--- config.mk ---
export PLATFORM = sky130hd
export DESIGN_NAME = format_template_tokenizer
export DESIGN_NICKNAME = d
export VERILOG_FILES = /design/src/ftt_pkg.sv /design/src/format_template_tokenizer.sv /design/src/ftt_fifo.sv /design/src/ftt_front.sv /design/src/ftt_back.sv /design/src/ftt_outq.sv
export SDC_FILE = /design/constraint.sdc
export NUM_CORES = 1
export LEC_CHECK = 0
export BUFFER_PORTS_ARGS = -buffer_cell sky130_fd_sc_hd__clkbuf_2
export CAP_MARGIN = 20
export CORE_ASPECT_RATIO = 1.1
export CORE_UTILIZATION = 45
export CTS_CLUSTER_DIAMETER = 100
export DETAILED_ROUTE_END_ITERATION = 8
export PLACE_DENSITY = 0.69
export SLEW_MARGIN = 15
export SYNTH_ARGS = -nofsm -noshare
export SYNTH_HDL_FRONTEND = slang
export SYNTH_SLANG_ARGS = --single-unit
--- constraint.sdc ---
create_clock -name clk -period 9.25 [get_ports clk]
set_clock_uncertainty 0.05 [all_clocks]
set_input_delay 1.3875 -clock clk [delete_from_list [all_inputs] [get_ports clk]]
set_output_delay 1.3875 -clock clk [all_outputs]
set_load 0.01 [all_outputs]
--- src/ftt_pkg.sv ---
package ftt_pkg;

  localparam int MAX_LEN_DEFAULT = 4096;
  localparam int EV_DEPTH = 4;
  localparam int OUT_DEPTH = 8;
  localparam int OUT_BURST = 3;
  localparam logic [11:0] MAX_PARTS_RESET = 12'd1024;

  localparam logic [7:0] CH_PERCENT = 8'h25;
  localparam logic [7:0] CH_BACKSLASH = 8'h5C;

  typedef enum logic [3:0] {
    KIND_LIT, KIND_BOL, KIND_EOL, KIND_TIME, KIND_HOST, KIND_MSG, KIND_UID,
    KIND_GID, KIND_PID, KIND_PRI, KIND_HASH, KIND_TAG, KIND_CONTENT, KIND_ERR
  } kind_t;

  typedef enum logic [1:0] {
    ERR_NONE, ERR_MANY, ERR_CODE, ERR_TRAIL
  } err_t;

  typedef enum logic {
    OP_CHAR, OP_END
  } op_t;

  typedef struct packed {
    logic  is_end;
    logic  has_char;
    logic  is_pct;
    kind_t code;
  } ev_class_t;

  typedef struct packed {
    kind_t       kind;
    err_t        error_code;
    logic [12:0] seg_start;
    logic [12:0] seg_len;
    logic        last;
  } res_t;

endpackage

--- src/format_template_tokenizer.sv ---
// Channel  | Signals                                         | Handshake
// input    | op, ch                                          | push, full
// result   | kind, error_code, seg_start, seg_len, last      | pop, empty
// config   | max_parts_data                                  | max_parts_wr
//
// One template character is accepted every cycle while full is low.
// An accepted item is written into the event queue; the parser's results for it are
// then written into the result queue, from which they appear on the result ports.
// The parser takes one item a cycle from a four-entry queue while the eight-entry
// result queue has room for three results; otherwise it holds and the queue fills.
// Reset is synchronous and empties both queues and clears the template state.
module format_template_tokenizer
  import ftt_pkg::*;
#(
  parameter int MAX_LEN = MAX_LEN_DEFAULT
) (
  input  logic        clk,
  input  logic        rst,
  input  logic        push,
  output logic        full,
  input  logic        op,
  input  logic [7:0]  ch,
  output logic        empty,
  input  logic        pop,
  output logic [3:0]  kind,
  output logic [1:0]  error_code,
  output logic [12:0] seg_start,
  output logic [12:0] seg_len,
  output logic        last,
  input  logic        max_parts_wr,
  input  logic [11:0] max_parts_data
);

  localparam int PW = $clog2(MAX_LEN + 1);
  localparam int EVW = $bits(ev_class_t) + PW;

  ev_class_t            f_class;
  logic [PW-1:0]        f_pos;
  logic                 accept;
  logic [EVW-1:0]       q_rdata;
  logic                 q_empty;
  ev_class_t            b_class;
  logic [PW-1:0]        b_pos;
  logic                 b_pop;
  logic                 out_room;
  logic [1:0]           res_count;
  res_t [OUT_BURST-1:0] res;
  res_t                 head;

  assign accept = push && !full;

  ftt_front #(
    .MAX_LEN(MAX_LEN),
    .PW     (PW)
  ) u_front (
    .clk     (clk),
    .rst     (rst),
    .accept  (accept),
    .op      (op),
    .ch      (ch),
    .ev_class(f_class),
    .ev_pos  (f_pos)
  );

  ftt_fifo #(
    .WIDTH(EVW),
    .DEPTH(EV_DEPTH)
  ) u_evq (
    .clk  (clk),
    .rst  (rst),
    .push (push),
    .wdata({f_class, f_pos}),
    .full (full),
    .pop  (b_pop),
    .rdata(q_rdata),
    .empty(q_empty)
  );

  assign {b_class, b_pos} = q_rdata;

  ftt_back #(
    .PW(PW)
  ) u_back (
    .clk           (clk),
    .rst           (rst),
    .max_parts_wr  (max_parts_wr),
    .max_parts_data(max_parts_data),
    .ev_valid      (!q_empty),
    .ev_class      (b_class),
    .ev_pos        (b_pos),
    .ev_pop        (b_pop),
    .out_room      (out_room),
    .res_count     (res_count),
    .res           (res)
  );

  ftt_outq u_outq (
    .clk       (clk),
    .rst       (rst),
    .push_count(res_count),
    .push_data (res),
    .room      (out_room),
    .pop       (pop),
    .head      (head),
    .empty     (empty)
  );

  assign kind       = head.kind;
  assign error_code = head.error_code;
  assign seg_start  = head.seg_start;
  assign seg_len    = head.seg_len;
  assign last       = head.last;

endmodule

--- src/ftt_fifo.sv ---
module ftt_fifo #(
  parameter int WIDTH = 8,
  parameter int DEPTH = 4
) (
  input  logic             clk,
  input  logic             rst,
  input  logic             push,
  input  logic [WIDTH-1:0] wdata,
  output logic             full,
  input  logic             pop,
  output logic [WIDTH-1:0] rdata,
  output logic             empty
);

  localparam int AW = (DEPTH > 1) ? $clog2(DEPTH) : 1;
  localparam int CW = $clog2(DEPTH + 1);

  logic [WIDTH-1:0] mem [DEPTH];
  logic [AW-1:0]    wptr;
  logic [AW-1:0]    rptr;
  logic [CW-1:0]    count;
  logic             do_push;
  logic             do_pop;

  assign full    = (count == CW'(DEPTH));
  assign empty   = (count == '0);
  assign do_push = push && !full;
  assign do_pop  = pop && !empty;
  assign rdata   = mem[rptr];

  always_ff @(posedge clk) begin
    if (rst) begin
      wptr  <= '0;
      rptr  <= '0;
      count <= '0;
    end else begin
      if (do_push) begin
        wptr <= (wptr == AW'(DEPTH - 1)) ? '0 : wptr + 1'b1;
      end
      if (do_pop) begin
        rptr <= (rptr == AW'(DEPTH - 1)) ? '0 : rptr + 1'b1;
      end
      count <= count + CW'(do_push) - CW'(do_pop);
    end
  end

  always_ff @(posedge clk) begin
    if (do_push) begin
      mem[wptr] <= wdata;
    end
  end

endmodule

--- src/ftt_front.sv ---
module ftt_front
  import ftt_pkg::*;
#(
  parameter int MAX_LEN = MAX_LEN_DEFAULT,
  parameter int PW = $clog2(MAX_LEN + 1)
) (
  input  logic            clk,
  input  logic            rst,
  input  logic            accept,
  input  logic            op,
  input  logic [7:0]      ch,
  output ev_class_t       ev_class,
  output logic [PW-1:0]   ev_pos
);

  logic          escape_pending;
  logic          escape_pending_next;
  logic [PW-1:0] decoded_position;
  logic [PW-1:0] decoded_position_next;
  logic [7:0]    dec_ch;
  logic          char_valid;

  function automatic kind_t code_kind(logic [7:0] c);
    case (c)
      8'h74:   return KIND_TIME;
      8'h68:   return KIND_HOST;
      8'h6D:   return KIND_MSG;
      8'h75:   return KIND_UID;
      8'h67:   return KIND_GID;
      8'h70:   return KIND_PID;
      8'h50:   return KIND_PRI;
      8'h48:   return KIND_HASH;
      8'h54:   return KIND_TAG;
      8'h43:   return KIND_CONTENT;
      default: return KIND_LIT;
    endcase
  endfunction

  always_comb begin
    dec_ch = ch;
    if (escape_pending) begin
      case (ch)
        8'h62:   dec_ch = 8'h08;
        8'h66:   dec_ch = 8'h0C;
        8'h6E:   dec_ch = 8'h0A;
        8'h72:   dec_ch = 8'h0D;
        8'h74:   dec_ch = 8'h09;
        default: dec_ch = ch;
      endcase
    end
  end

  always_comb begin
    escape_pending_next   = escape_pending;
    decoded_position_next = decoded_position;
    char_valid            = 1'b0;
    ev_class.is_end       = (op == OP_END);
    ev_class.is_pct       = (dec_ch == CH_PERCENT);
    ev_class.code         = code_kind(dec_ch);
    ev_pos                = decoded_position;
    if (op == OP_END) begin
      escape_pending_next   = 1'b0;
      decoded_position_next = '0;
    end else if (escape_pending) begin
      escape_pending_next = 1'b0;
      char_valid          = 1'b1;
    end else if (ch == CH_BACKSLASH) begin
      escape_pending_next = 1'b1;
    end else begin
      char_valid = 1'b1;
    end
    ev_class.has_char = char_valid && (decoded_position < PW'(MAX_LEN));
    if (ev_class.has_char) begin
      decoded_position_next = decoded_position + 1'b1;
    end
  end

  always_ff @(posedge clk) begin
    if (rst) begin
      escape_pending   <= 1'b0;
      decoded_position <= '0;
    end else if (accept) begin
      escape_pending   <= escape_pending_next;
      decoded_position <= decoded_position_next;
    end
  end

endmodule

--- src/ftt_back.sv ---
module ftt_back
  import ftt_pkg::*;
#(
  parameter int PW = 13
) (
  input  logic                  clk,
  input  logic                  rst,
  input  logic                  max_parts_wr,
  input  logic [11:0]           max_parts_data,
  input  logic                  ev_valid,
  input  ev_class_t             ev_class,
  input  logic [PW-1:0]         ev_pos,
  output logic                  ev_pop,
  input  logic                  out_room,
  output logic [1:0]            res_count,
  output res_t [OUT_BURST-1:0]  res
);

  localparam int EW = (PW > 13) ? PW : 13;

  typedef struct packed {
    logic [1:0]           cnt;
    logic                 failed;
    logic [11:0]          pc;
    res_t [OUT_BURST-1:0] res;
  } emit_t;

  logic [11:0]   max_parts;
  logic          percent_pending;
  logic          percent_pending_next;
  logic [PW-1:0] literal_start;
  logic [PW-1:0] literal_start_next;
  logic [11:0]   part_count;
  logic [11:0]   part_count_next;
  logic          begun;
  logic          begun_next;
  logic          failed;
  logic          failed_next;
  emit_t         e;

  function automatic logic [12:0] to13(logic [PW-1:0] v);
    logic [EW-1:0] w;
    w = EW'(v);
    return w[12:0];
  endfunction

  function automatic emit_t add_part(emit_t ei, kind_t k, logic [12:0] s, logic [12:0] l,
                                     logic lst, logic [11:0] mx);
    emit_t eo;
    res_t  r;
    eo           = ei;
    r.kind       = k;
    r.error_code = ERR_NONE;
    r.seg_start  = s;
    r.seg_len    = l;
    r.last       = lst;
    if (ei.pc >= mx) begin
      r.kind       = KIND_ERR;
      r.error_code = ERR_MANY;
      r.seg_start  = '0;
      r.seg_len    = '0;
      r.last       = 1'b1;
      eo.failed    = 1'b1;
    end else begin
      eo.pc = ei.pc + 1'b1;
    end
    eo.res[ei.cnt] = r;
    eo.cnt         = ei.cnt + 1'b1;
    return eo;
  endfunction

  function automatic emit_t fail_part(emit_t ei, err_t err);
    emit_t eo;
    res_t  r;
    eo             = ei;
    r.kind         = KIND_ERR;
    r.error_code   = err;
    r.seg_start    = '0;
    r.seg_len      = '0;
    r.last         = 1'b1;
    eo.failed      = 1'b1;
    eo.res[ei.cnt] = r;
    eo.cnt         = ei.cnt + 1'b1;
    return eo;
  endfunction

  assign ev_pop = ev_valid && out_room;

  always_comb begin
    e                    = '0;
    e.pc                 = part_count;
    e.failed             = failed;
    begun_next           = begun;
    percent_pending_next = percent_pending;
    literal_start_next   = literal_start;
    if (!e.failed && !begun) begin
      begun_next = 1'b1;
      e = add_part(e, KIND_BOL, '0, '0, 1'b0, max_parts);
    end
    if (!ev_class.is_end) begin
      if (!e.failed && ev_class.has_char) begin
        if (percent_pending) begin
          percent_pending_next = 1'b0;
          if (ev_class.is_pct) begin
            e = add_part(e, KIND_LIT, to13(literal_start),
                         to13(ev_pos - 1'b1 - literal_start), 1'b0, max_parts);
            if (!e.failed) begin
              literal_start_next = ev_pos;
            end
          end else if (ev_class.code == KIND_LIT) begin
            e = fail_part(e, ERR_CODE);
          end else begin
            if (ev_pos - 1'b1 > literal_start) begin
              e = add_part(e, KIND_LIT, to13(literal_start),
                           to13(ev_pos - 1'b1 - literal_start), 1'b0, max_parts);
            end
            if (!e.failed) begin
              e = add_part(e, ev_class.code, '0, '0, 1'b0, max_parts);
              if (!e.failed) begin
                literal_start_next = ev_pos + 1'b1;
              end
            end
          end
        end else if (ev_class.is_pct) begin
          percent_pending_next = 1'b1;
        end
      end
    end else begin
      if (!e.failed) begin
        if (percent_pending) begin
          e = fail_part(e, ERR_TRAIL);
        end else if (literal_start != ev_pos) begin
          e = add_part(e, KIND_LIT, to13(literal_start), to13(ev_pos - literal_start),
                       1'b0, max_parts);
          if (!e.failed) begin
            e = add_part(e, KIND_EOL, '0, '0, 1'b1, max_parts);
          end
        end else begin
          e = add_part(e, KIND_EOL, '0, '0, 1'b1, max_parts);
        end
      end
      begun_next           = 1'b0;
      percent_pending_next = 1'b0;
      literal_start_next   = '0;
    end
    part_count_next = ev_class.is_end ? '0 : e.pc;
    failed_next     = ev_class.is_end ? 1'b0 : e.failed;
  end

  assign res_count = ev_pop ? e.cnt : 2'd0;
  assign res       = e.res;

  always_ff @(posedge clk) begin
    if (rst) begin
      max_parts <= MAX_PARTS_RESET;
    end else if (max_parts_wr) begin
      max_parts <= max_parts_data;
    end
  end

  always_ff @(posedge clk) begin
    if (rst) begin
      percent_pending <= 1'b0;
      literal_start   <= '0;
      part_count      <= '0;
      begun           <= 1'b0;
      failed          <= 1'b0;
    end else if (ev_pop) begin
      percent_pending <= percent_pending_next;
      literal_start   <= literal_start_next;
      part_count      <= part_count_next;
      begun           <= begun_next;
      failed          <= failed_next;
    end
  end

endmodule

--- src/ftt_outq.sv ---
module ftt_outq
  import ftt_pkg::*;
(
  input  logic                 clk,
  input  logic                 rst,
  input  logic [1:0]           push_count,
  input  res_t [OUT_BURST-1:0] push_data,
  output logic                 room,
  input  logic                 pop,
  output res_t                 head,
  output logic                 empty
);

  localparam int AW = $clog2(OUT_DEPTH);
  localparam int CW = $clog2(OUT_DEPTH + 1);

  res_t          mem [OUT_DEPTH];
  logic [AW-1:0] wptr;
  logic [AW-1:0] rptr;
  logic [CW-1:0] count;
  logic          do_pop;

  assign empty  = (count == '0);
  assign room   = (count <= CW'(OUT_DEPTH - OUT_BURST));
  assign do_pop = pop && !empty;
  assign head   = mem[rptr];

  always_ff @(posedge clk) begin
    if (rst) begin
      wptr  <= '0;
      rptr  <= '0;
      count <= '0;
    end else begin
      wptr  <= wptr + AW'(push_count);
      rptr  <= rptr + AW'(do_pop);
      count <= count + CW'(push_count) - CW'(do_pop);
    end
  end

  always_ff @(posedge clk) begin
    for (int i = 0; i < OUT_BURST; i++) begin
      if (2'(i) < push_count) begin
        mem[wptr + AW'(i)] <= push_data[i];
      end
    end
  end

endmodule

==> Word-level counts from Yosys, hierarchy flattened <==
Memory sizes are Yosys's and may differ from the RTL's. A register that Yosys moved wholly into a read port is not among the register bits.
Cells that the tools add are included.
{ "op_classes": {"add_sub_neg": 22, "n_mul": 0, "div": 0, "n_lt_le_gt_ge": 16, "eq_ne": 25, "shift": 0, "n_mux": 132, "n_bitwise": 6, "n_reduce_logical": 27} }
{ "op_table": {"columns": ["operator", "n"], "rows": [
  ["$mux 114", 16],
  ["$mux 33", 38],
  ["$bwmux 99", 6],
  ["$demux 33 s2", 3],
  ["$mux 13", 10],
  ["$eq 8x7->1 const B", 16],
  ["$mux 113", 1],
  ["$mux 12", 9],
  ["$and 84x84->84", 1],
  ["$not 84->84", 1],
  ["$and 81x81->81", 1],
  ["$not 81->81", 1],
  ["$add 12x1->12 const B", 4],
  ["$ge 12x12->1", 4],
  ["$mux 1", 40],
  ["$pmux 4 s10", 1],
  ["$pmux 8 s5", 1],
  ["$add 13x1->13 const B", 2],
  ["$sub 13x13->13", 2],
  ["$or 18x18->18", 1],
  ["$or 15x15->15", 1],
  ["$gt 13x13->1", 1],
  ["$lt 13x13->1 const B", 1],
  ["$ne 13x13->1", 1],
  ["31 further kinds", 66]
]} }
{ "word_totals": {"register_bits": 71, "latchBits": 0, "ramBits": 344, "romBits": 0, "in_bits": 26, "output_inout_bits": 35, "wordCells": 244, "mem_count": 2} }
{ "mem_list": {"columns": ["name", "depth", "width", "rd", "rd_clocked_by_memory_dff", "wr", "line", "rtl"], "rows": [
  ["u_outq.mem", 8, 33, 1, 1, 3, "ftt_outq.sv:17", "res_t mem [OUT_DEPTH];"],
  ["u_evq.mem", 4, 20, 1, 1, 1, "ftt_fifo.sv:18", "logic [WIDTH-1:0] mem [DEPTH];"]
]} }

==> Logic depth before layout (Yosys ltp) <==
Gate-level depths: netlist of run 1.
{ "logic_depth": {"word_depth": 37, "ltp_mapped": 37, "ltp_nobuf": 31} }

==> Modules after synthesis <==
From an unflattened synthesis of run 1, not the netlist that was laid out.
{ "unflattened": {"cells_unflattened": 3192, "area_unflattened_um2": 29824.9} }
{ "modules_own_cells": {"columns": ["mod", "n_inst", "cells_per_inst", "area_each_um2", "seq_area_each_um2"], "rows": [
  ["ftt_outq", 1, 1924, 18431.4, 8127.8],
  ["ftt_back", 1, 984, 6960.4, 800.8],
  ["ftt_fifo", 1, 154, 3358.2, 2582.5],
  ["ftt_front", 1, 128, 1057.3, 280.3],
  ["format_template_tokenizer", 1, 2, 17.5, 0.0]
]} }

==> Least setup slack after synthesis of run 1 <==
OpenSTA, ideal clock, no wires.
{ "synth_timing": {"path_kind": "reg-to-reg", "from": "reg u_back.max_parts[5]", "to": "mem u_outq.mem[4][0] (netlist name), enable pin", "setup_time_ns": 0.473, "arrival_ns": 7.935, "required_ns": 8.727, "path_slack_ns": 0.791, "stages_incl_launch_ff": 27, "path_buffers": 5, "synth_period_minus_slack_ns": 8.459, "path_cell_list": "dfxtp_1 > inv_1 > ha_1 > a21oi_1 > o21ai_1 > a211oi_1 > clkbuf_1 > nand3_1 > xnor2_1 > inv_1 > ha_1 > a211oi_1 > o21ai_0 > o211ai_1 > a21o_1 > and2_1 > buf_2 > clkbuf_1 > clkbuf_1 > clkbuf_1 > ha_1 > mux2i_1 > nand2_1 > nand2_1 > nor2_1 > o21ai_0 > o31ai_1"} }
{ "synth_rtl": {"columns": ["element", "line", "rtl"], "rows": [
  ["from (decl)", "ftt_back.sv:28", "logic [11:0] max_parts;"],
  ["from (signal assigned)", "ftt_back.sv:157", "max_parts <= max_parts_data;"],
  ["to (decl)", "ftt_outq.sv:17", null]
]} }

==> results.ini, run 1 <==
[yosys]
seq_area_frac_synth_pct=48.3
synth_common_cells=edfxtp_1 (344), nor2_1 (221), nand2_1 (167)
synth_nets=2342
yosys.area.top_type=edfxtp_1
yosys-top-cells-area=edfxtp_1 (42%), mux4_2 (7.8%), dfxtp_1 (6.0%)
synth_cell_type_count=93
ys_ff_latch=417
yosys.area.top_type_share_pct=42.3
synth_warnings=0
synth_edf_count=344
synth-main-ff-cell=edfxtp_1
synth.cell_area_um2=24400
netlist_instances=2208
ys_async_sr_fraction_pct=0
synth_area_per_cell_um2=11.1
yosysMostFrequentCell=edfxtp_1

[route]
drt_iter0_markers=2220
drt_wl_total_um=71400
ant_nets=0
drc_errors=0
num_vias=18998
avgViaCountPerCell=6.32
first_pass_iters=5
wire_per_inst_um=23.7

[clocking]
clock_sinks=417
root_buffer=clkbuf_16
htreeDepth=2
clk_latency_ns=0.60
cts_buffers=44
path_clk_slew_ns=0.06
clockBufferDepth=3
cts_tree=done

[place]
globalplace.congestion=1.02
pre_cts_slack_ns=0.300
dpl.hpwl_um=50400
placedCellCount=2925
io_buffers=60

[sta]
min_period_ns=8.66
max_slew_margin_pct=25.4
grt_setup_unrepaired=no
finalWorstSetupSlack_ns=0.594
finalCritPeriodShare_pct=93.6
finalHoldViolCount=0
worstMarginPinSlew_ns=1.11
fin_tns_setup_ns=0
setup_viol=0
clock.fmax_mhz=116
slew_viol_final=0

[power_and_ir_drop]
vdd_drop_max_mv=0.151
power_density_nw_per_um2=322
p_total_mw=8.75
leakage_nw=9.37

[critical_path]
crit_required_ns=9.44
worstSetupPathType=flip-flop to flip-flop
crit_fanout=27
worstSetupStartpointType=flip-flop
arrival_ns=8.85
critPathCaptureType=flip-flop

[floorplanning]
start_util_pct=45.5
die_w_um=224
die_area_um2=55200
ioPinCount=61
core.rowCount=89
dieHeight_um=246
coreArea_um2=53700

[final_layout]
stdcell_count=3008
drive_above_1_share_pct=15.9
area_delta_synth_final_pct=11.2
diodes=0
fill_cells=4823
seqCellArea_um2=11800
post-route-util_pct=50.6
fin_nets=2378
multi_input_area_um2=11800

[flow_run]
cap_violations=0

[global_routing]
overflow=0
grt_pass1_wl_um=110000
grtUsageTotal_pct=25.9
grt_max_degree=57
grt_pass1_vias=18365
antenna_found_initial=1

[min_path]
hold_path.class=flip-flop to flip-flop

[status]
status=finished clean

-- state kept, by name, summed over array words and instances (netlist names), 3 cells and up, named ones only --
register	flops
u_evq.mem	80
u_outq.mem	264
u_outq.rptr	3
u_outq.count	4
u_front.ev_pos	13
u_outq.wptr	3
u_evq.count	3
u_back.max_parts	12
u_back.part_count	12
u_back.literal_start	13
-- kinds of logic (layout without fill, tap and decap cells) --
| group | count (synthesis) | in the layout | synth area share (%) |
|---|---|---|---|
| simple gates | 675 | 675 | 13.3 |
| compound gates | 522 | 522 | 14.2 |
| flops | 417 | 417 | 48.3 |
| buf+inv | 226 | 298 | 3.73 |
| mux | 157 | 157 | 11.0 |
| fa+ha+maj | 108 | 108 | 5.69 |
| xor+xnor | 103 | 103 | 3.69 |
-- layout make-up --
type	instances	share of cell area [%]
inverters	97	1.35
well taps	728	3.35
flip-flops and latches	417	43.4
clock buffers	53	4.22
clock inverters	29	1.39
repair buffers	119	2.76
multi-input cells	1565	43.5
-- repair_timing --
item                       4_1_cts  5_1_grt
gates resized for setup          0        2
hold buffers                     0        0
setup endpoints to repair        0      202
setup buffers                    0        0
-- final timing paths --
check	start	to	slack, ns	cells after the start
setup / recovery	flip-flop	u_outq.mem[6][14]$_SDFFCE_PP0P_	0.59	21
hold / removal	u_back.literal_start[8]$_SDFFE_PP0P_	u_back.literal_start[8]$_SDFFE_PP0P_	0.41	2
setup reg to reg	flip-flop	u_outq.mem[6][14]$_SDFFCE_PP0P_	0.59	21
hold reg to reg	u_back.literal_start[8]$_SDFFE_PP0P_	u_back.literal_start[8]$_SDFFE_PP0P_	0.41	2
-- cells in the final DEF, fill, tap and decap left out, types with 13 or more instances in the layout --
master,count
nand2_1,167
a21o_1,22
mux4_2,85
buf_4,58
ha_1,103
a211oi_1,16
nor2_1,221
o221ai_1,19
dfxtp_1,70
nand3_1,46
nand2b_1,13
or3_1,16
o21ai_0,72
clkinv_1,19
nor3_1,46
o211ai_1,25
mux2i_1,24
nor2b_1,22
a22o_1,17
clkbuf_2,60
and3_1,19
a31oi_1,19
mux2_2,43
and2_1,32
xor2_1,39
clkbuf_16,44
xnor2_1,64
nand4_1,35
o22ai_1,98
edfxtp_1,344
inv_1,81
o21ai_1,13
a21oi_1,112
-- layer usage --
| metal | track usage, % | routed length, um | share of wire (%) | vias to the layer above |
|---|---|---|---|---|
| li1 | - | - | - | 8493 |
| met1 | 34.5 | 28900 | 40 | 9333 |
| met2 | 42.2 | 34000 | 48 | 963 |
| met3 | 3.12 | 5270 | 7.4 | 207 |
| met4 | 11.8 | 3210 | 4.5 | 2 |
| met5 | 0 | 13 | 0.018 | - |
-- where the power goes --
part	total, mW	internal [mW]	switching (mW)
clock network	1.86	1.09	0.772
logic	4.16	1.51	2.65
registers	2.73	2.55	0.181
-- worst max-delay path: stages (launching register included) --
cell        delay [ns]
dfxtp_1           0.69
mux4_2            0.55
or3_1             0.43
nor2_1            0.15
nand2_1           0.12
nor3_1            0.26
nor4b_1           0.36
xor2_1            0.27
ha_1              0.31
nand3_1           0.10
nor4_1            0.06
nor2_1            0.35
o21a_2            0.46
clkinvlp_4        0.45
ha_1              0.39
o211a_1           0.22
a221oi_4          0.56
or2_1             0.47
inv_2             0.31
or3_1             0.72
o211ai_1          0.47
buf_4             0.49
-- through the flow --
stage / cell area [um2] / hold slack, ns
final: 27200 / 0.414
after global routing: 27200 / 0.448
after CTS: 27100 / 0.418
after detailed placement: 25600 / 0.412
after global placement: 25600 / 0.408
after floorplan: 24400 / 0.394
No activity file was read; power rests on OpenSTA's default activity.
==> inputs of run 2 (changes only) <==
--- a/config.mk
+++ b/config.mk
@@ -7,7 +7,6 @@
 export LEC_CHECK = 0
 export BUFFER_PORTS_ARGS = -buffer_cell sky130_fd_sc_hd__clkbuf_2
 export CAP_MARGIN = 20
-export CORE_ASPECT_RATIO = 1.1
 export CORE_UTILIZATION = 45
 export CTS_CLUSTER_DIAMETER = 100
 export DETAILED_ROUTE_END_ITERATION = 8
==> run 2 against run 1 <==
Highest routed layer unchanged; the flow now finishes with violations (DRC); clock power shrank 8%; global-route usage up 0.12 points; fmax rose by 1.8%; first-iteration DRC count is 10% lower; sequential share of layout area up 0.14 points; die area is essentially flat; sequential power hardly changed.
==> results.ini, run 2 (synthesized netlist as in run 1, its figures left out) <==
[clocking]
clk_latency_ns=0.58  ; -0.02 ns
path_clk_slew_ns=0.07  ; about the same
clock_sinks=417  ; unchanged
root_buffer=clkbuf_16
cts_buffers=44  ; unchanged
clockBufferDepth=3  ; unchanged
cts_setup_buffers=0  ; unchanged
postCtsHoldBufs=0  ; unchanged
cts_tree=done
post_cts_resize_count=0  ; unchanged
htreeDepth=2  ; unchanged

[floorplanning]
die_w_um=235  ; +4.8%
core.rowCount=85  ; -4.5%
coreArea_um2=53700  ; about the same
dieHeight_um=235  ; -4.6%
ioPinCount=61  ; unchanged
start_util_pct=45.5  ; about the same
die_area_um2=55200  ; about the same

[route]
avgViaCountPerCell=6.31  ; about the same
ant_nets=0  ; unchanged
drt_iter0_markers=1989  ; -10%
drc_errors=2  ; +2
wire_per_inst_um=24.3  ; +2.3%
first_pass_iters=7  ; +2
drt_wl_total_um=72400  ; +1.4%
num_vias=18826  ; -0.91%

[critical_path]
crit_chain=mux4_2 > or3_1 > nor2_1 > nand2_1 > nor3_1 > nor4b_1 > xor2_1 > ha_1 > nand3_1 > nor4_1 > nor2_1 > o21a_1 > clkinv_1 > buf_4 > ha_1 > o211a_1 > a221oi_4 > or2_1 > inv_2 > or3_1 > buf_4 > o211ai_1 > buf_4 > a21oi_1
critPathMaxStageDelay_ns=0.81  ; +0.09 ns
crit_required_ns=9.52  ; +0.08 ns
crit_fanout=18  ; -33%
critPathCaptureType=flip-flop
arrival_ns=8.78  ; -0.07 ns
slowest_stage=dfxtp_1
crit_top_cell=buf_4
worstSetupPathType=flip-flop to flip-flop
worstSetupStartpointType=flip-flop

[power_and_ir_drop]
p_total_mw=8.60  ; -1.7%
leakage_nw=9.37  ; about the same
power_density_nw_per_um2=318  ; -1.4%
vdd_drop_max_mv=0.167  ; +11%

[sta]
fin_tns_setup_ns=0  ; unchanged
finalCritPeriodShare_pct=91.9  ; -1.7 points
max_slew_margin_pct=24.5  ; -0.93 points
slew_viol_final=0  ; unchanged
grt_setup_unrepaired=no
finalHoldViolCount=0  ; unchanged
setup_viol=0  ; unchanged
worstMarginPinSlew_ns=1.13  ; +0.0184 ns
finalWorstSetupSlack_ns=0.747  ; +0.153 ns
clock.fmax_mhz=118  ; +1.8%
min_period_ns=8.50  ; -0.153 ns

[global_routing]
grt_pass1_wl_um=111000  ; +0.77%
overflow=0  ; unchanged
top_usage_layer=met2
grt_pass1_vias=18494  ; +0.70%
grtUsageTotal_pct=26.0  ; +0.12 points
met1_usage_pct=35.5  ; +0.97 points
use_met3_pct=4.34  ; +1.2 points
grt_max_degree=60  ; +5.3%
grt_use_met2_pct=41.7  ; -0.59 points
antenna_found_initial=1  ; unchanged

[final_layout]
drive_above_1_share_pct=16.1  ; +0.18 points
area_delta_synth_final_pct=10.9
largest_register_ffs=264  ; unchanged
post-route-util_pct=50.4  ; -0.19 points
top_register=u_outq.mem
final_common_cell=edfxtp_1
fin_nets=2384  ; +0.25%
multi_input_area_um2=11800  ; about the same
mostFrequentLayoutCells=edfxtp_1 (344), nor2_1 (221), nand2_1 (167)
seqCellArea_um2=11800  ; unchanged
largestRegisters=u_outq.mem x264, u_evq.mem x80
fill_cells=4765  ; -1.2%
diodes=0  ; unchanged

[min_path]
hold_path.class=flip-flop to flip-flop

[status]
violations=DRC
status=complete, but fails checks

[place]
pre_cts_slack_ns=0.749  ; +0.449 ns
globalplace.congestion=0.995  ; -2.0%
dpl.hpwl_um=51400  ; +2.0%
io_buffers=60  ; unchanged

[flow_run]
cap_violations=0  ; unchanged

==> run 2: power by group <==
group          switching (mW)  internal [mW]
logic                    2.64           1.53
clock network           0.762          0.947
registers               0.186           2.55
==> run 2: critical path: cells and delay by family, from the launching register on <==
family,cells,cell delay [ns]
muxes,1,0.55
adders and majority gates,2,0.54
and+or+nand+nor,10,2.76
xor gates and xnor gates,1,0.28
AOI/OAI and AO/OA,5,1.66
buffers and inverters,5,1.56
DFF,1,0.81
==> run 2: per-layer routing <==
layer  share of wire (%)  wire (um)  up-vias
met5               0.028         20        -
li1                    -          -     8500
met3                 8.2       5920      157
met4                 3.4       2460        2
met2                  47      33800      953
met1                  42      30200     9214
==> run 2: path summary, 6_finish.rpt <==
kind / slack (ns) / from / end / cells after the start
setup / recovery: 0.75 / flip-flop / u_outq.mem[7][16]$_SDFFCE_PP0P_ / 24
hold / removal: 0.41 / u_back.literal_start[3]$_SDFFE_PP0P_ / u_back.literal_start[3]$_SDFFE_PP0P_ / 2
hold reg to reg: 0.41 / u_back.literal_start[3]$_SDFFE_PP0P_ / u_back.literal_start[3]$_SDFFE_PP0P_ / 2
setup reg to reg: 0.75 / flip-flop / u_outq.mem[7][16]$_SDFFCE_PP0P_ / 24
==> run 2: per-stage QoR <==
| stage | instance area (um2) | instances | hold slack (ns) |
|---|---|---|---|
| floorplan | 24400 | 2208 | 0.394 |
| global placement | 25600 | 2896 | 0.412 |
| detailed placement | 25600 | 2897 | 0.408 |
| CTS | 27000 | 2979 | 0.417 |
| global route | 27100 | 2982 | 0.437 |
| finish | 27100 | 2982 | 0.415 |
==> run 2: layout make-up <==
type / instances / area share [%]
Timing Repair Buffer: 125 / 3.06
Clock inverter: 26 / 0.818
Tap cell: 696 / 3.22
Inverter: 97 / 1.34
Sequential cell: 417 / 43.6
Clock buffer: 56 / 4.35
Multi-Input combinational cell: 1565 / 43.6
